<file path="src/design/afc_pkg.sv">
// Shared types and constants of the frustum cull block.
// Depends on nothing; used by every module of the block.
package afc_pkg;

    localparam int PLANE_REGS  = 6;
    localparam int CFG_IDX_W   = 3;
    localparam int CFG_DATA_W  = 64;
    localparam int TAG_W       = 16;
    localparam int COORD_W     = 16;
    localparam int NORM_W      = 16;
    localparam int PROD_W      = NORM_W + COORD_W;
    // Three products of at most 2^30 plus d * 2^14 stay below 2^32 in magnitude.
    localparam int SUM_W       = PROD_W + 1;
    localparam int D_SHIFT     = 14;
    localparam int PIPE_STAGES = 4;
    localparam int AXES        = 3;
    localparam int IN_TDATA_W  = TAG_W + 2 * AXES * COORD_W;
    localparam int OUT_TDATA_W = TAG_W;

    typedef logic signed [COORD_W-1:0] t_coord;
    typedef logic signed [NORM_W-1:0]  t_norm;
    typedef logic signed [PROD_W-1:0]  t_prod;
    typedef logic signed [SUM_W-1:0]   t_sum;

    // One plane register: nx in the lowest bits, d in the highest.
    typedef struct packed {
        t_coord d;
        t_norm  nz;
        t_norm  ny;
        t_norm  nx;
    } t_plane;

    // Input beat: tag in the lowest bits.
    typedef struct packed {
        t_coord              max_z;
        t_coord              max_y;
        t_coord              max_x;
        t_coord              min_z;
        t_coord              min_y;
        t_coord              min_x;
        logic [TAG_W-1:0]    leaf_tag;
    } t_box;

    // Per-stage control of the pipeline.
    typedef struct packed {
        logic [PIPE_STAGES-1:0] load;
        logic [PIPE_STAGES-1:0] valid;
    } t_pipe_ctl;

    // True when a signed normal component is strictly positive.
    function automatic logic norm_pos(input t_norm n);
        return !n[NORM_W-1] && (|n);
    endfunction

endpackage

</file>
<file path="src/design/afc_pipe_ctrl.sv">
// Valid bits and stage load enables of the cull pipeline.
// Depends on afc_pkg.
module afc_pipe_ctrl
    import afc_pkg::*;
(
    input  logic      i_clk,
    input  logic      i_rst_n,
    input  logic      i_in_valid,
    output logic      o_in_ready,
    output logic      o_out_valid,
    input  logic      i_out_ready,
    output t_pipe_ctl o_ctl
);

    logic [PIPE_STAGES-1:0] r_valid;
    logic [PIPE_STAGES-1:0] n_valid;
    logic [PIPE_STAGES:0]   stage_ready;
    logic [PIPE_STAGES-1:0] incoming;
    logic [PIPE_STAGES-1:0] load;

    // A stage takes a beat when it is empty or its beat moves on this cycle.
    always_comb begin
        stage_ready[PIPE_STAGES] = i_out_ready;
        for (int k = PIPE_STAGES - 1; k >= 0; k--) begin
            stage_ready[k] = !r_valid[k] || stage_ready[k+1];
        end
        incoming = {r_valid[PIPE_STAGES-2:0], i_in_valid};
        load     = stage_ready[PIPE_STAGES-1:0] & incoming;
        for (int k = 0; k < PIPE_STAGES; k++) begin
            n_valid[k] = stage_ready[k] ? incoming[k] : r_valid[k];
        end
    end

    always_ff @(posedge i_clk) begin
        if (!i_rst_n) begin
            r_valid <= '0;
        end else begin
            r_valid <= n_valid;
        end
    end

    assign o_in_ready  = stage_ready[0];
    assign o_out_valid = r_valid[PIPE_STAGES-1];
    assign o_ctl.load  = load;
    assign o_ctl.valid = r_valid;

endmodule

</file>
<file path="config.mk">
export PLATFORM = sky130hd
export DESIGN_NAME = afc_pipe_ctrl
export DESIGN_NICKNAME = d
export VERILOG_FILES = /design/src/design/afc_pkg.sv /design/src/design/afc_pipe_ctrl.sv
export SDC_FILE = /design/constraint.sdc
export NUM_CORES = 1
export LEC_CHECK = 0
export BUFFER_PORTS_ARGS = -buffer_cell sky130_fd_sc_hd__buf_2
export CAP_MARGIN = 10
export CORE_AREA = 10 10 47 49
export CTS_CLUSTER_SIZE = 24
export DETAILED_ROUTE_END_ITERATION = 7
export DIE_AREA = 0 0 57 59
export GPL_ROUTABILITY_DRIVEN = 0
export PLACE_DENSITY_LB_ADDON = 0.12
export SETUP_SLACK_MARGIN = 0.1
export SYNTH_ARGS = -nofsm -noshare
export SYNTH_HDL_FRONTEND = slang
export SYNTH_SLANG_ARGS = --single-unit
</file>
<file path="constraint.sdc">
create_clock -name i_clk -period 1.5 [get_ports i_clk]
set_input_delay 0.225 -clock i_clk [delete_from_list [all_inputs] [get_ports i_clk]]
set_output_delay 0.225 -clock i_clk [all_outputs]
set_load 0.01 [all_outputs]
</file>
After elaboration in Yosys (flattened, before gate mapping)
Index checks and enable logic that the tools add are counted.
- bitwise operators: 1
- reduce and logical (&&, ||, !) cells: 8
- operators by type and width (cell ; number):
    $and A4 B4 Y4 ; 1
    $logic_not A1 Y1 ; 4
    $logic_or A1 B1 Y1 ; 4
- flip-flop bits (word level): 4
- input port bits: 4
- output and inout port bits: 10
- logic and storage cells: 13

Logic depth before layout (Yosys ltp)
Gate-level depths: netlist of run 1.
- depth after elaboration: 6
- depth in mapped cells: 2
- depth with buffers taken out: 2

Least setup slack after synthesis of run 1
Ideal clock, no wire load.
- kind: register to output
- start point: register r_valid[3]
- end point: output port o_ctl[4] (netlist bit)
- data arrival time: 0.877 ns
- required time: 1.275 ns
- setup slack: 0.398 ns
- cell stages (with the launch flop): 3
- path buffers: 0
- cells stage by stage: dfxtp_1 -> and4b_4 -> a21boi_0
- RTL lines (what ; line ; RTL):
    from (decl) ; afc_pipe_ctrl.sv:15 ; logic [PIPE_STAGES-1:0] r_valid;
    from (signal assigned) ; afc_pipe_ctrl.sv:38 ; r_valid <= n_valid;
    to (decl) ; afc_pipe_ctrl.sv:12 ; output t_pipe_ctl o_ctl

==> results of run 1 <==
-- power breakdown --
part | leakage, nW | internal, mW | switching (mW)
combinational | 0.0997 | 0.0150 | 0.0135
clock | 0.0138 | 0.0893 | 0.0405
sequential | 0.0337 | 0.111 | 0.00404
total | 0.147 | 0.215 | 0.0580
-- layer usage --
layer	GRT usage	wire (microns)	vias up
met1	0.0344	224	84
met2	0.0543	254	8
li1	-	-	92
met5	0	0	-
met4	0.0503	6	0
met3	0.0279	68	2
-- layout make-up --
| cell class | instances | share of cell area |
|---|---|---|
| clock buffers | 3 | 0.0786 |
| well taps | 16 | 0.0699 |
| multi-input cells | 13 | 0.336 |
| flip-flops and latches | 4 | 0.288 |
| repair buffers | 13 | 0.227 |
-- cells by family (layout without fill, tap and decap cells) --
family,count (synthesis),count (layout),synth area share
and+or+nand+nor,8,8,0.313
AOI/OAI and AO/OA,5,5,0.211
DFF,4,4,0.435
buffers and inverters,1,16,0.0408
-- stage by stage --
stage	area [sq um]	setup WS [ps]	instances
CTS	284	132	49
global placement	262	358	46
detailed placement	262	352	46
global route	287	121	49
floorplan	184	398	18
finish	287	177	49
-- what timing repair did --
action / in CTS / in global routing
hold buffers: 0 / 0
setup endpoints to repair: 0 / 1
gates resized for setup: 0 / 2
-- worst paths after layout --
path / slack, ps / startpoint / endpoint
worst min register to register: 490 / r_valid[2] / r_valid[3]
worst min-delay path: 230 / i_in_valid / r_valid[0]
worst max-delay path: 180 / r_valid[1] / o_ctl[4]
worst max register to register: 670 / r_valid[3] / r_valid[0]
-- critical path: cells and delay by family, from the launching register on --
kind,cells,cell delay [ps]
simple gates,1,280
flops,1,360
compound gates,1,80
buf+inv,1,150
-- synthesized netlist by cell type --
| cell type | instances | area (sq um) |
|---|---|---|
| dfxtp_1 | 4 | 80.1 |
| nor2b_1 | 4 | 25.0 |
| o21a_1 | 3 | 22.5 |
| a21boi_0 | 1 | 7.51 |
| a22o_1 | 1 | 8.76 |
| and2_1 | 1 | 6.26 |
| and3b_1 | 1 | 8.76 |
| and4b_4 | 1 | 13.8 |
| buf_4 | 1 | 7.51 |
| nand2_1 | 1 | 3.75 |
==> reports/qor.txt, run 1 <==
Total negative slack - 0 ps
FF+latch area - 82.6 sq um
Top flop regs - r_valid: 4 flops
Static leakage - 0.147 nW
Cell area after synthesis - 184 sq um
Antenna diode count - 0
Rows - 14
Required time worst endpoint - 1270 ps
CTS tree - built
Number of fill cells - 168
First-pass GRT wire length - 979 microns
First DRT Iteration DRCs - 3
Fmax - 756 MHz
Most frequent cells in the layout - buf_2, nor2b_1, o21a_1, clkbuf_4
RSZ-0062 raised after global routing - no
Port-buffer cells - 13
Worst-path fanout max - 5
Die height - 59 microns
Worst clock skew - 1.28 ps
Final setup viols - 0
Design Power - 0.273 mW
Core Area - 0.00140 sq mm
Relative slew slack - 0.897
Setup bufs post-CTS - 0
CTS buffer count - 3
Syn Inst Count - 18
Post-layout util - 0.204
Syn avg cell area - 10.2 sq um
Crit path cell chain - and4b_4 -> a21boi_0 -> buf_2
Class of the worst hold path - input pin to flop
Fin nets - 39
Via density per instance - 3.80
Max Buffers Root-to-Sink - 2
Hold Path Stages - 2
Post-DRT Antenna Nets - 0
Critical path type - flop to output port
Detailed Routing Iterations Pass 1 - 4
Crit path max-delay cell type - dfxtp_1
VDD IR max - 0.000215 V
Global route overflow - 0
Critical Path AT - 1100 ps
Clk sinks - 4
Initial antenna violation count - 0
Layout cells sized above 1 - 0.576
Top Ports - 14
Distinct cells, synth - 10
Synthesized net count - 22
Power per cell area - 954 mW/mm^2
Layout area overhead - 55.8%
Largest register FFs - 4
Max Slew Vio Count - 0
Die area - 0.00336 sq mm
Clk slew on worst S/H paths - 40 ps
Clock root cell - clkbuf_4
Gr usage total - 0.0398
Status - finished, final reports clean
Seq cells post-synth - 4
Initial core utilization - 0.131
Synthesis Warnings - 0
Vias - 186
Commonest non-fill, non-tap cell in the layout - buf_2
Final Critical Period - 1320 ps
Worst hold slack - 231 ps
Critical Path Sink Type - output port
Final Hold Fails - 0
Cells on worst reg2reg path - 2
Max-Cap Viols - 0
Vias in the first global route - 219
Biggest register - r_valid
Total wire length - 553 microns
DIE WIDTH - 57 microns
Drc violations - 0
Largest net degree at the start of global routing - 7
Worst-margin pin slew - 154 ps
HPWL after DPL - 471 microns
Worst path max stage delay - 360 ps
CP Launch Type - flop
Multi-input logic area - 96.3 sq um
CTS H-tree lvls - 1
Sequential fraction of the synthesis area - 0.435
Clk Latency, worst-skew pair - 230 ps
Final period utilization - 0.882
Routed length per placed instance - 11.3 microns
Power figures use the tool's default switching activity.
==> run 2, diff against run 1 <==
--- a/config.mk
+++ b/config.mk
@@ -5,6 +5,7 @@
 export SDC_FILE = /design/constraint.sdc
 export NUM_CORES = 1
 export LEC_CHECK = 0
+export ABC_AREA = 1
 export BUFFER_PORTS_ARGS = -buffer_cell sky130_fd_sc_hd__buf_2
 export CAP_MARGIN = 10
 export CORE_AREA = 10 10 47 49
==> reports/qor.txt, run 2 <==
First-pass GRT wire length - 1040 microns
Worst clock skew - 4.84 ps
Power per cell area - 881 mW/mm^2
Vias in the first global route - 217
Required time worst endpoint - 1270 ps
Clk Latency, worst-skew pair - 240 ps
Seq pwr share - 0.413
Max Buffers Root-to-Sink - 2
Critical path type - flop to output port
Ranking of synthesized cells by area - dfxtp_1, inv_1, nand4_4
Synthesized net count - 30
CTS tree - built
Vias - 205
Clock share of power - 0.479
Worst-path fanout max - 5
Critical Path AT - 1120 ps
Post-DRT Antenna Nets - 0
Most frequent cells in the layout - buf_2, inv_1, nor2_1
Max Slew Vio Count - 0
Distinct cells, synth - 10
Final Hold Fails - 0
Area share of fa/ha/maj cells after synthesis - 0
Number of fill cells - 169
Global route overflow - 0
Critical Path Sink Type - output port
Initial core utilization - 0.146
Gr usage total - 0.0410
First DRT Iteration DRCs - 1
Seq cells post-synth - 4
Cells on worst reg2reg path - 5
Clk slew on worst S/H paths - 40 ps
Cell area after synthesis - 205 sq um
Total wire length - 585 microns
Logic pwr share - 0.108
Max-Cap Viols - 0
Sequential fraction of the synthesis area - 0.390
Hold Path Stages - 3
Largest register FFs - 4
Top flop regs - r_valid: 4 flops
Initial antenna violation count - 0
Syn avg cell area - 7.89 sq um
Largest family of logic cells by synthesized area - simple AND/OR/NAND/NOR gates
Synthesis Warnings - 0
Final setup viols - 0
Net switching power - 0.0690 mW
Core Area - 0.00140 sq mm
Cell taking the most area after synthesis - dfxtp_1
Ys flop type - dfxtp_1
RSZ-0062 raised after global routing - yes
Yosys top cell area share - 0.390
Fmax - 745 MHz
Class of the worst hold path - input pin to flop
Relative slew slack - 0.825
Rows - 14
Die height - 59 microns
DIE WIDTH - 57 microns
Clk sinks - 4
Async set-reset flop share out of synthesis - 0
CP Launch Type - flop
Drc violations - 0
VDD IR max - 0.000498 V
Cts hold-fix bufs - 0
Post-synthesis mux area share - 0
Simple-gate area share of the yosys netlist - 0.335
Antenna diode count - 0
Worst-margin pin slew - 263 ps
Top cells by count, synth - inv_1, dfxtp_1, nor2_1, nand2_1, a21oi_1
Status - finished, final reports clean
CTS buffer count - 3
Net Sw Frac - 0.244
Power Internal - 0.214 mW
Static leakage - 0.187 nW
Commonest non-fill, non-tap cell in the layout - buf_2
Final Critical Period - 1340 ps
Port-buffer cells - 13
Top Ports - 14
Biggest register - r_valid
Layout area overhead - 56.7%
Routed length per placed instance - 9.92 microns
Hold_sp - i_in_valid
Fin nets - 49
Final period utilization - 0.895
Detailed Routing Iterations Pass 1 - 2
Layout cells sized above 1 - 0.581
Xor/xnor share of the synthesized area - 0
RR Startpoint - r_valid[3]
Post-synth EDFFs - 0
Design Power - 0.283 mW
Fraction of the mapped netlist area in compound gates - 0.0915
CP Launch Point - r_valid[3]
Clock root cell - clkbuf_4
Count leader, synth - inv_1
Die area - 0.00336 sq mm
Total negative slack - 0 ps
CTS H-tree lvls - 1
Via density per instance - 3.47
Syn Inst Count - 26
Largest net degree at the start of global routing - 7
run 2: metal layers:
metal / GRT usage / vias to the layer above / routed length [microns] / part of all wire
li1: - / 110 / - / -
met1: 0.0425 / 85 / 243 / 0.42
met2: 0.0589 / 10 / 283 / 0.48
met3: 0.0451 / 0 / 58 / 0.099
met4: 0 / 0 / 0 / 0
met5: 0 / - / 0 / 0
run 2: power by group through the flow:
stage	registers, mW	logic (mW)	clock network (mW)
finish	0.117	0.0306	0.136
global route	0.118	0.0344	0.155
CTS	0.117	0.0312	0.143
detailed placement	0.119	0.0311	0
global placement	0.118	0.0306	0
floorplan	0.120	0.0142	0
run 2: kinds of logic (layout without fill, tap and decap cells):
kind of cell | count (synthesis) | in the layout
simple gates | 10 | 10
buf+inv | 9 | 26
flops | 4 | 4
compound gates | 3 | 3
run 2: area by class of cell:
type	instances	area (sq um)	area share
multi-input cells	13	87.6	0.272
flip-flops and latches	4	81.3	0.253
repair buffers	15	80.1	0.249
inverters	8	30.0	0.0934
clock buffers	3	22.5	0.0700
well taps	16	20.0	0.0623
run 2: worst max-delay path: stages, from the launching register on:
cell and delay, ps:
dfxtp_2 330, inv_2 40, nor2_4 170, nand2_1 90
nand2_1 90, inv_1 40, buf_2 130
run 2: worst paths after layout:
check	slack, ps	to
hold reg to reg	500	r_valid[1]
hold / removal	260	r_valid[0]
setup reg to reg	530	r_valid[0]
setup / recovery	160	o_ctl[6]
run 2: what timing repair did:
item                                    4_1_cts  5_1_grt
resized for setup                             0        3
endpoints found under the setup margin        0        4
setup buffers                                 0        2
run 2: stage by stage:
step	hold WS [ps]	worst slack [ps]	instance area (sq um)	util	std cells
2_1_floorplan	389	417	205	-	26
3_3_place_gp	493	386	283	0.202	54
3_5_place_dp	505	374	283	0.202	54
4_1_cts	260	111	305	0.218	57
5_1_grt	274	44.9	322	0.229	59
6_report	260	158	322	0.229	59
