### config.mk
export PLATFORM = sky130hd
export DESIGN_NAME = afc_plane_regs
export DESIGN_NICKNAME = d
export VERILOG_FILES = /design/src/design/afc_pkg.sv /design/src/design/afc_plane_regs.sv
export SDC_FILE = /design/constraint.sdc
export NUM_CORES = 1
export LEC_CHECK = 0
export ABC_AREA = 1
export BUFFER_PORTS_ARGS = -buffer_cell sky130_fd_sc_hd__buf_4
export CAP_MARGIN = 10
export CORE_AREA = 2 2 174 176
export DETAILED_ROUTE_END_ITERATION = 7
export DIE_AREA = 0 0 176 178
export GPL_ROUTABILITY_DRIVEN = 0
export PLACE_DENSITY_LB_ADDON = 0.25
export SETUP_SLACK_MARGIN = 0.02
export SKIP_CTS_REPAIR_TIMING = 1
export SLEW_MARGIN = 30
export SYNTH_ARGS = -nofsm -noshare
export SYNTH_HDL_FRONTEND = slang
export SYNTH_SLANG_ARGS = --single-unit
### constraint.sdc
create_clock -name i_clk -period 2.3 [get_ports i_clk]
set_input_delay 0.115 -clock i_clk [delete_from_list [all_inputs] [get_ports i_clk]]
set_output_delay 0.115 -clock i_clk [all_outputs]
set_load 0.05 [all_outputs]
### src/design/afc_pkg.sv
// Shared types and constants of the frustum cull block.
// Depends on nothing; used by every module of the block.
package afc_pkg;

    localparam int PLANE_REGS  = 6;
    localparam int CFG_IDX_W   = 3;
    localparam int CFG_DATA_W  = 64;
    localparam int TAG_W       = 16;
    localparam int COORD_W     = 16;
    localparam int NORM_W      = 16;
    localparam int PROD_W      = NORM_W + COORD_W;
    // Three products of at most 2^30 plus d * 2^14 stay below 2^32 in magnitude.
    localparam int SUM_W       = PROD_W + 1;
    localparam int D_SHIFT     = 14;
    localparam int PIPE_STAGES = 4;
    localparam int AXES        = 3;
    localparam int IN_TDATA_W  = TAG_W + 2 * AXES * COORD_W;
    localparam int OUT_TDATA_W = TAG_W;

    typedef logic signed [COORD_W-1:0] t_coord;
    typedef logic signed [NORM_W-1:0]  t_norm;
    typedef logic signed [PROD_W-1:0]  t_prod;
    typedef logic signed [SUM_W-1:0]   t_sum;

    // One plane register: nx in the lowest bits, d in the highest.
    typedef struct packed {
        t_coord d;
        t_norm  nz;
        t_norm  ny;
        t_norm  nx;
    } t_plane;

    // Input beat: tag in the lowest bits.
    typedef struct packed {
        t_coord              max_z;
        t_coord              max_y;
        t_coord              max_x;
        t_coord              min_z;
        t_coord              min_y;
        t_coord              min_x;
        logic [TAG_W-1:0]    leaf_tag;
    } t_box;

    // Per-stage control of the pipeline.
    typedef struct packed {
        logic [PIPE_STAGES-1:0] load;
        logic [PIPE_STAGES-1:0] valid;
    } t_pipe_ctl;

    // True when a signed normal component is strictly positive.
    function automatic logic norm_pos(input t_norm n);
        return !n[NORM_W-1] && (|n);
    endfunction

endpackage

### src/design/afc_plane_regs.sv
// Plane register file written through the configuration port.
// Depends on afc_pkg.
module afc_plane_regs
    import afc_pkg::*;
#(
    parameter int PLANE_COUNT = PLANE_REGS
) (
    input  logic                  i_clk,
    input  logic                  i_rst_n,
    input  logic                  i_cfg_we,
    input  logic [CFG_IDX_W-1:0]  i_cfg_idx,
    input  logic [CFG_DATA_W-1:0] i_cfg_data,
    output t_plane                o_planes [PLANE_COUNT]
);

    t_plane r_plane [PLANE_COUNT];

    // Writes to an index with no stored plane are dropped.
    always_ff @(posedge i_clk) begin
        for (int p = 0; p < PLANE_COUNT; p++) begin
            if (!i_rst_n) begin
                r_plane[p] <= '0;
            end else if (i_cfg_we && (i_cfg_idx == CFG_IDX_W'(p))) begin
                r_plane[p] <= t_plane'(i_cfg_data);
            end
        end
    end

    assign o_planes = r_plane;

endmodule

# Word-level counts from Yosys, hierarchy flattened
# Cells that the tools add are included.
dict set report word_totals {
  ff_bits 384
  in_bits 70
  output_inout_bits 384
  wordCells 36
}
dict set report classes {
  n_eq_ne 5
  n_reduce_logical 7
}
# operator n
set op_table {}
lappend op_table {{$eq 3x2->1 const B} 2}
lappend op_table {{$eq 3x3->1 const B} 2}
lappend op_table {{$logic_and 1x1->1} 6}
lappend op_table {{$eq 3x1->1 const B} 1}
lappend op_table {{$logic_not 3->1} 1}

# Depth between registers and ports, before layout
# Gate-level depths: netlist of the first run.
dict set report depth {
  ltp_word 2
  depth_mapped 7
  mapped_depth_nobuf 5
}

# Least setup slack after synthesis of the first run
# OpenSTA, ideal clock, no wires.
dict set report synth_path {
  path_kind {input to register}
  start {input i_cfg_idx[0]}
  end {register r_plane (netlist bit o_planes[106])}
  setup_time_ns 0.114
  t_arrival_ns 0.873
  t_required_ns 2.186
  slack_ns 1.313
  path_stages 6
  path_buffers 2
  cell_sequence {nor2_1 > buf_2 > clkbuf_1 > nand3_1 > nand2_1 > nor2_1}
}
dict set report synth_between {
  elab_chain_len 2
}
# item line_no
set synth_lines {}
lappend synth_lines {{start: declaration} afc_plane_regs.sv:11} ;# input logic [CFG_IDX_W-1:0] i_cfg_idx,
lappend synth_lines {{$eq 3x3->1} afc_plane_regs.sv:23} ;# end else if (i_cfg_we && (i_cfg_idx == CFG_IDX_W'(p))) begin
lappend synth_lines {{$logic_and 1x1->1} afc_plane_regs.sv:23}
lappend synth_lines {{end signal: indexed assignment} afc_plane_regs.sv:24} ;# r_plane[p] <= t_plane'(i_cfg_data);
lappend synth_lines {{end: declaration} afc_plane_regs.sv:16} ;# t_plane r_plane [PLANE_COUNT];
# Every way passes these cells.
# A chain may end at the register's enable or synchronous reset.

# Final worst setup path of the first run
dict set report layout_path {
  start {register r_plane (netlist bit o_planes[151])}
  end {output o_planes[151] (netlist name)}
}
# item line_no
set layout_rtl {}
lappend layout_rtl {{end: declaration} afc_plane_regs.sv:13} ;# output t_plane o_planes [PLANE_COUNT]
# No word-level cell between the ends.

==> results.md, run 1 <==
- Core area: 0.0294 mm2
- Critical Path Source Type: register
- Data arrival, critical path: between 1 and 1.5 ns
- Worst path depth: 1
- Ports: roughly 450
- Max FFs per register: 384
- Setup crit end kind: primary output
- Final setup violation count: 0
- Multi-input logic area: approximately 0.0064 mm2
- Vias in the first global route: roughly 14000
- Critical register-to-register path startpoint: o_planes[151]
- Layout fillers: 2470
- Fin crit period: 1.27 ns
- Syn_nets: 2237
- Detailed Route WL: 49900 um
- Avg Inst Size Synth: between 6 and 7 um2
- Worst path max stage delay: 0.41 ns
- Hpwl dp: ~32000 um
- Die ar.: 0.0313 mm2
- Bufs and invs on worst path: 1
- Initial antenna violation count: 0
- Commonest non-fill, non-tap cell in the layout: nor2_1
- Total Routing Usage GR: between 30% and 40%
- Min Hold Slack: 0.00830 ns
- Xor/xnor cell area share of the yosys netlist: 0%
- Worst Path Max Fanout: 2
- Largest net degree at the start of global routing: 117
- CTS max path bufs: 3
- Min-Delay Endpoint: o_planes[212]
- Final #Nets: 2601
- Mux contribution to synthesized area: 0%
- 1st-iter DRT viols: 1181
- Htree depth: 2
- Register area: 0.00769 mm2
- TNS Setup: 0 ns
- Top delay family on crit path: flip-flops
- FF-to-FF path depth: 2
- Via count: 15500
- Cell Rows: 63
- Leak: 0.00938 uW
- Tightest Pin Transition: 0.718 ns
- Rel. slew slack: 52.1%
- Quantity of I/O buffers inserted on ports: 453
- Slowest CP cell: dfxtp_1
- R2r setup slk: 1.65 ns
- Post-synthesis adder-cell area fraction: 0%
- Most frequent cells in the layout: nor2_1 (768), buf_4 (466), nand2_1 (389)
- Main combinational cell family by area after synthesis: simple AND/OR/NAND/NOR gates
- Clock Pin Slew Worst Setup and Hold Paths: 0.06 ns
- CTS root buffer: clkbuf_16
- Max VDD drop: 0.565 mV
- Overflow after GRT: 0
- Initial Utilization: 51.2%
- Drt first pass iters: 7
- Crit share post-route: 55.4%
- CP Class: reg -> out
- Worst min path class: in -> reg
- Unrepaired setup endpoints after global routing: no
- Yosys warns: 0
- Util after Layout: between 60% and 70%
- Slew Viols, Final: 0
- Chip Width: about 180 um
- First-pass GRT wire length: 76300 um
- Status: completed
- Layout cell share with drive strength beyond 1: 21.7%
- WL/cell: around 17 um
- Register area share after synthesis: between 50% and 60%
- Via-to-Cell Ratio: 5.27
- Yosys reg bits: around 380
- CTS buffer count: 40
- Setup Skew: 0 ns
- Area Overhead vs Synth: 32.4%
- CP required: 2.18 ns
- Syn Std Cell Area: 0.0151 mm2
- Die Y: approximately 180 um
- Hold_sp: i_cfg_idx[2]
- RR Endpoint: o_planes[151]
- Crit path cell chain: buf_4
- Distinct cells, synth: 13
- CTS tree: done
- CTS Sinks: 384
- Cells after synthesis: 2167
- Post-route DRC violation count: 0
- Final hold viol count: 0
- Compound-Gate Fraction of Synth Area: 0%
- Fmax: 0.785 GHz
- Pwr dens: 794 mW/mm2
- Post-Synth Simple-Gate Area: 42.2%
- Worst-Skew Late Latency: slightly above 0.5 ns
- Hold Path Depth: 5
- Number of diodes: 0
- Final antenna-violating net count: 0
- Max-cap violations: 0
[cell type report]
| type | count | area share [%] |
|---|---|---|
| Multi-Input combinational cell | 1552 | 32.0 |
| Tap cell | 390 | 2.45 |
| Inverter | 70 | 1.33 |
| Timing Repair Buffer | 483 | 19.2 |
| Clock buffer | 66 | 6.22 |
| Sequential cell | 384 | 38.5 |
| Clock inverter | 5 | 0.251 |
[per-layer routing]
metal,global-route usage (%),wire (um)
met1,39.0,19400
met2,50.2,23000
met3,7.46,5300
met4,12.5,2190
met5,0,0
[power by group]
part / switching, uW / internal [uW] / total [uW]
Clock: 2590 / 3770 / 6360
Combinational: 1780 / 689 / 2470
Sequential: 132 / 6890 / 7020
Total: 4500 / 11400 / 15800
[worst max path at each step]
stage / startpoint / end / slack [ns]
finish: o_planes[151] / o_planes[151] / 1.03
global route: o_planes[151] / o_planes[151] / 1.01
floorplan: i_cfg_idx[0] / o_planes[106] / 1.31
detailed placement: i_cfg_idx[2] / o_planes[119] / 0.80
global placement: i_cfg_idx[0] / o_planes[40] / 0.83
CTS: o_planes[151] / o_planes[151] / 1.03
[through the flow]
| step | instances | setup WS (ns) | total power (uW) | area [um2] |
|---|---|---|---|---|
| global route | 2950 | 1.01 | 16400 | 19900 |
| finish | 2950 | 1.03 | 15800 | 19900 |
| global placement | 2879 | 0.828 | 9580 | 18700 |
| CTS | 2950 | 1.03 | 15900 | 19900 |
| floorplan | 2167 | 1.31 | 8820 | 15100 |
| detailed placement | 2879 | 0.796 | 9610 | 18700 |
[cells by family after synthesis]
logic type,Yosys count
buf+inv,231
flops,384
simple gates,1552
[cell usage after synthesis (all sizes together)]
cell,n,area [um2]
clkbuf,35,131
inv,70,263
nand3,384,1920
nor2,778,2970
buf,126,629
nand2,390,1470
dfxtp,384,7690
Note: power is estimated with default switching activity, not from simulation.
==> inputs of run 2 (changes only) <==
--- a/config.mk
+++ b/config.mk
@@ -5,7 +5,7 @@
 export SDC_FILE = /design/constraint.sdc
 export NUM_CORES = 1
 export LEC_CHECK = 0
-export ABC_AREA = 1
+export ABC_AREA = 0
 export BUFFER_PORTS_ARGS = -buffer_cell sky130_fd_sc_hd__buf_4
 export CAP_MARGIN = 10
 export CORE_AREA = 2 2 174 176
==> constraint.sdc (replaced) <==
create_clock -name i_clk -period 1.25 [get_ports i_clk]
set_input_delay 0.0625 -clock i_clk [delete_from_list [all_inputs] [get_ports i_clk]]
set_output_delay 0.0625 -clock i_clk [all_outputs]
set_load 0.05 [all_outputs]
==> run 2 against run 1 <==
Against the previous run: the flow now finishes with violations (negative hold slack); critical endpoint is now o_planes[275]; global-route usage shrank 5.2 points; non-clock buffer count increased by 69; largest cell class unchanged; hold slack worse by 0.030 ns; highest routed layer unchanged; register-to-register slack worse by 1.1 ns; critical path depth unchanged; final cell count fell by 24%.
==> results.md, run 2 <==
- Status: finished, violations left
- Failing checks: negative hold slack
- Die ar.: 0.0313 mm2
- Yosys top cell area share: 54.9%
- Min-Delay Endpoint: o_planes[78]
- Syn_nets: approximately 1400
- Cells after synthesis: 1314
- Total Routing Usage GR: 25.5%
- Htree depth: 2
- Data arrival, critical path: around 1.1 ns
- Compound-Gate Fraction of Synth Area: 0%
- Worst min path class: in -> reg
- Met3 WL post-DR: 3460 um
- Final #Nets: 1886
- WL/cell: 19.0 um
- Yosys warns: 0
- CP required: ~1.2 ns
- Top cells by area, synth: dfxtp_1 (55%), mux2i_1 (27%), nand2_1 (12%), buf_6 (2.4%), buf_12 (1.0%)
- Top post-synthesis cells by count: nand2_1 (448), dfxtp_1 (384), mux2i_1 (384)
- Xor/xnor cell area share of the yosys netlist: 0%
- Main combinational cell family by area after synthesis: multiplexers
- Pwr Total: between 20000 and 30000 uW
- Register area share after synthesis: between 50% and 60%
- Rel. slew slack: a little over three fifths
- Ys flop type: dfxtp_1
- Post-route DRC violation count: 0
- Largest net degree at the start of global routing: 38
- Vias in the first global route: 10900
- Fmax: about 0.85 GHz
- Ys async rst share: 0%
- 1st-iter DRT viols: 482
- Leak: 0.0104 uW
- Bufs and invs on worst path: 1
- CTS tree: done
- Max VDD drop: just under 0.9 mV
- Pwr dens: approximately 1400 mW/mm2
- Wire length on met2: about 20000 um
- Max-cap violations: 0
- Min Hold Slack: -0.0217 ns
- Placed cell count: 2131
- Ports: between 400 and 500
- Uppermost layer routed: met4
- Slowest CP cell: dfxtp_1
- Fin cells: 2235
- Cell Rows: 63
- Final antenna-violating net count: 0
- Yosys reg bits: 384
- Post-Synth Simple-Gate Area: ~13%
- Cell taking the most area after synthesis: dfxtp_1
- Avg Inst Size Synth: about 11 um2
- Hpwl dp: 29300 um
- WL met1: 17400 um
- Detailed Route WL: roughly 42000 um
- RR Endpoint: o_planes[275]
- Critical register-to-register path startpoint: o_planes[275]
- CTS root buffer: clkbuf_16
- Core area: 0.0294 mm2
- Hold_sp: i_cfg_data[14]
- Hold Path Depth: 3
- Top delay family on crit path: flip-flops
- Worst path max stage delay: 0.39 ns
- Distinct cells, synth: 12
- Syn Std Cell Area: approximately 0.014 mm2
- Via-to-Cell Ratio: 5.02
- CP Class: reg -> out
- Crit share post-route: 94.4%
- Critical Path Source Type: register
- FF-to-FF path depth: 2
- Final hold viol count: 51
- Fin crit period: 1.18 ns
- Initial Utilization: 47.7%
- Final setup violation count: 0
- CTS Sinks: approximately 380
- Initial antenna violation count: 0
- Number of diodes: 0
- Placed standard-cell area: between 0.015 and 0.02 mm2
- Post-synthesis adder-cell area fraction: 0%
- Clock Pin Slew Worst Setup and Hold Paths: 0.06 ns
- Post-synth EDFFs: 0
- First-pass GRT wire length: 62500 um
- Layout cell share with drive strength beyond 1: between 30% and 40%
- Commonest non-fill, non-tap cell in the layout: buf_4
- Most frequent cell after synthesis: nand2_1
- Most frequent cells in the layout: buf_4 (496), nand2_1 (448), mux2i_1 (384)
- Chip Width: around 180 um
- Quantity of I/O buffers inserted on ports: 453
- Drt first pass iters: 5
- TNS Setup: 0 ns
- Max FFs per register: approximately 380
- Post-route cell area: 0.0196 mm2
- Crit path cell chain: buf_4
- Setup crit end kind: primary output
- Mux contribution to synthesized area: 27.4%
- Worst Path Max Fanout: 2
- CTS max path bufs: 3
- CTS buffer count: 40
- Tightest Pin Transition: roughly 0.55 ns
- Unrepaired setup endpoints after global routing: no
- Util after Layout: ~67%
- Die Y: 178 um
- R2r setup slk: 0.56 ns
- Overflow after GRT: 0
- Slew Viols, Final: 0
- Worst-Skew Late Latency: 0.50 ns
- Via count: around 11000
- Setup Skew: 0 ns
- Area Overhead vs Synth: 40.1%
## run 2: cell types whose count changed in the layout (fill, tap and decap cells not counted), moves of 3 or more
cell	before	now
buf_12	16	21
buf_4	466	496
clkbuf_1	13	6
clkinv_2	4	10
dlygate4sd3_1	0	33
inv_1	67	0
mux2i_1	0	384
nand2_1	389	448
nand3_1	384	0
nand4bb_4	0	3
nor2_1	768	0
nor2_4	10	0
## run 2: power breakdown
group / internal [uW] / switching (uW)
Combinational: 995 / 1940
Clock: 6920 / 4730
Sequential: 12500 / 156
Total: 20400 / 6830
## run 2: logic make-up (layout without fill, tap and decap cells)
family,Yosys count,in the layout
AND/OR/NAND/NOR,454,454
buffers and inverters,92,623
flip-flops,384,384
multiplexers,384,384
## run 2: area by class of cell
type | instances | area (um2)
fill | 2341 | 9770
clock inverter | 12 | 88.8
tap | 390 | 488
clock buffer | 59 | 1210
sequential | 384 | 7690
multi-input combinational | 838 | 5650
timing repair buffer | 552 | 4500
## run 2: how the worst max path moves through the flow
stage               cells past startpoint           from       endpoint  slack, ns
CTS                                     1  o_planes[312]  o_planes[312]      -0.02
detailed placement                      5   i_cfg_idx[0]  o_planes[342]      -0.02
finish                                  1  o_planes[275]  o_planes[275]       0.07
floorplan                               4   i_cfg_idx[0]  o_planes[320]       0.32
global route                            1  o_planes[275]  o_planes[275]       0.03
global placement                        5   i_cfg_idx[0]  o_planes[346]      0.007
## run 2: stage by stage
step                worst slack [ns]  hold slack [ns]
CTS                          -0.0166          -0.0903
finish                        0.0697          -0.0217
detailed placement           -0.0152            0.443
global route                  0.0267         0.000902
global placement             0.00748            0.440
floorplan                      0.324            0.305
## run 2: per-layer routing
metal,track usage [%],vias up
met1,30.6,5382
met3,8.12,85
li1,-,5334
met5,0,-
met2,42.9,417
met4,9.33,0
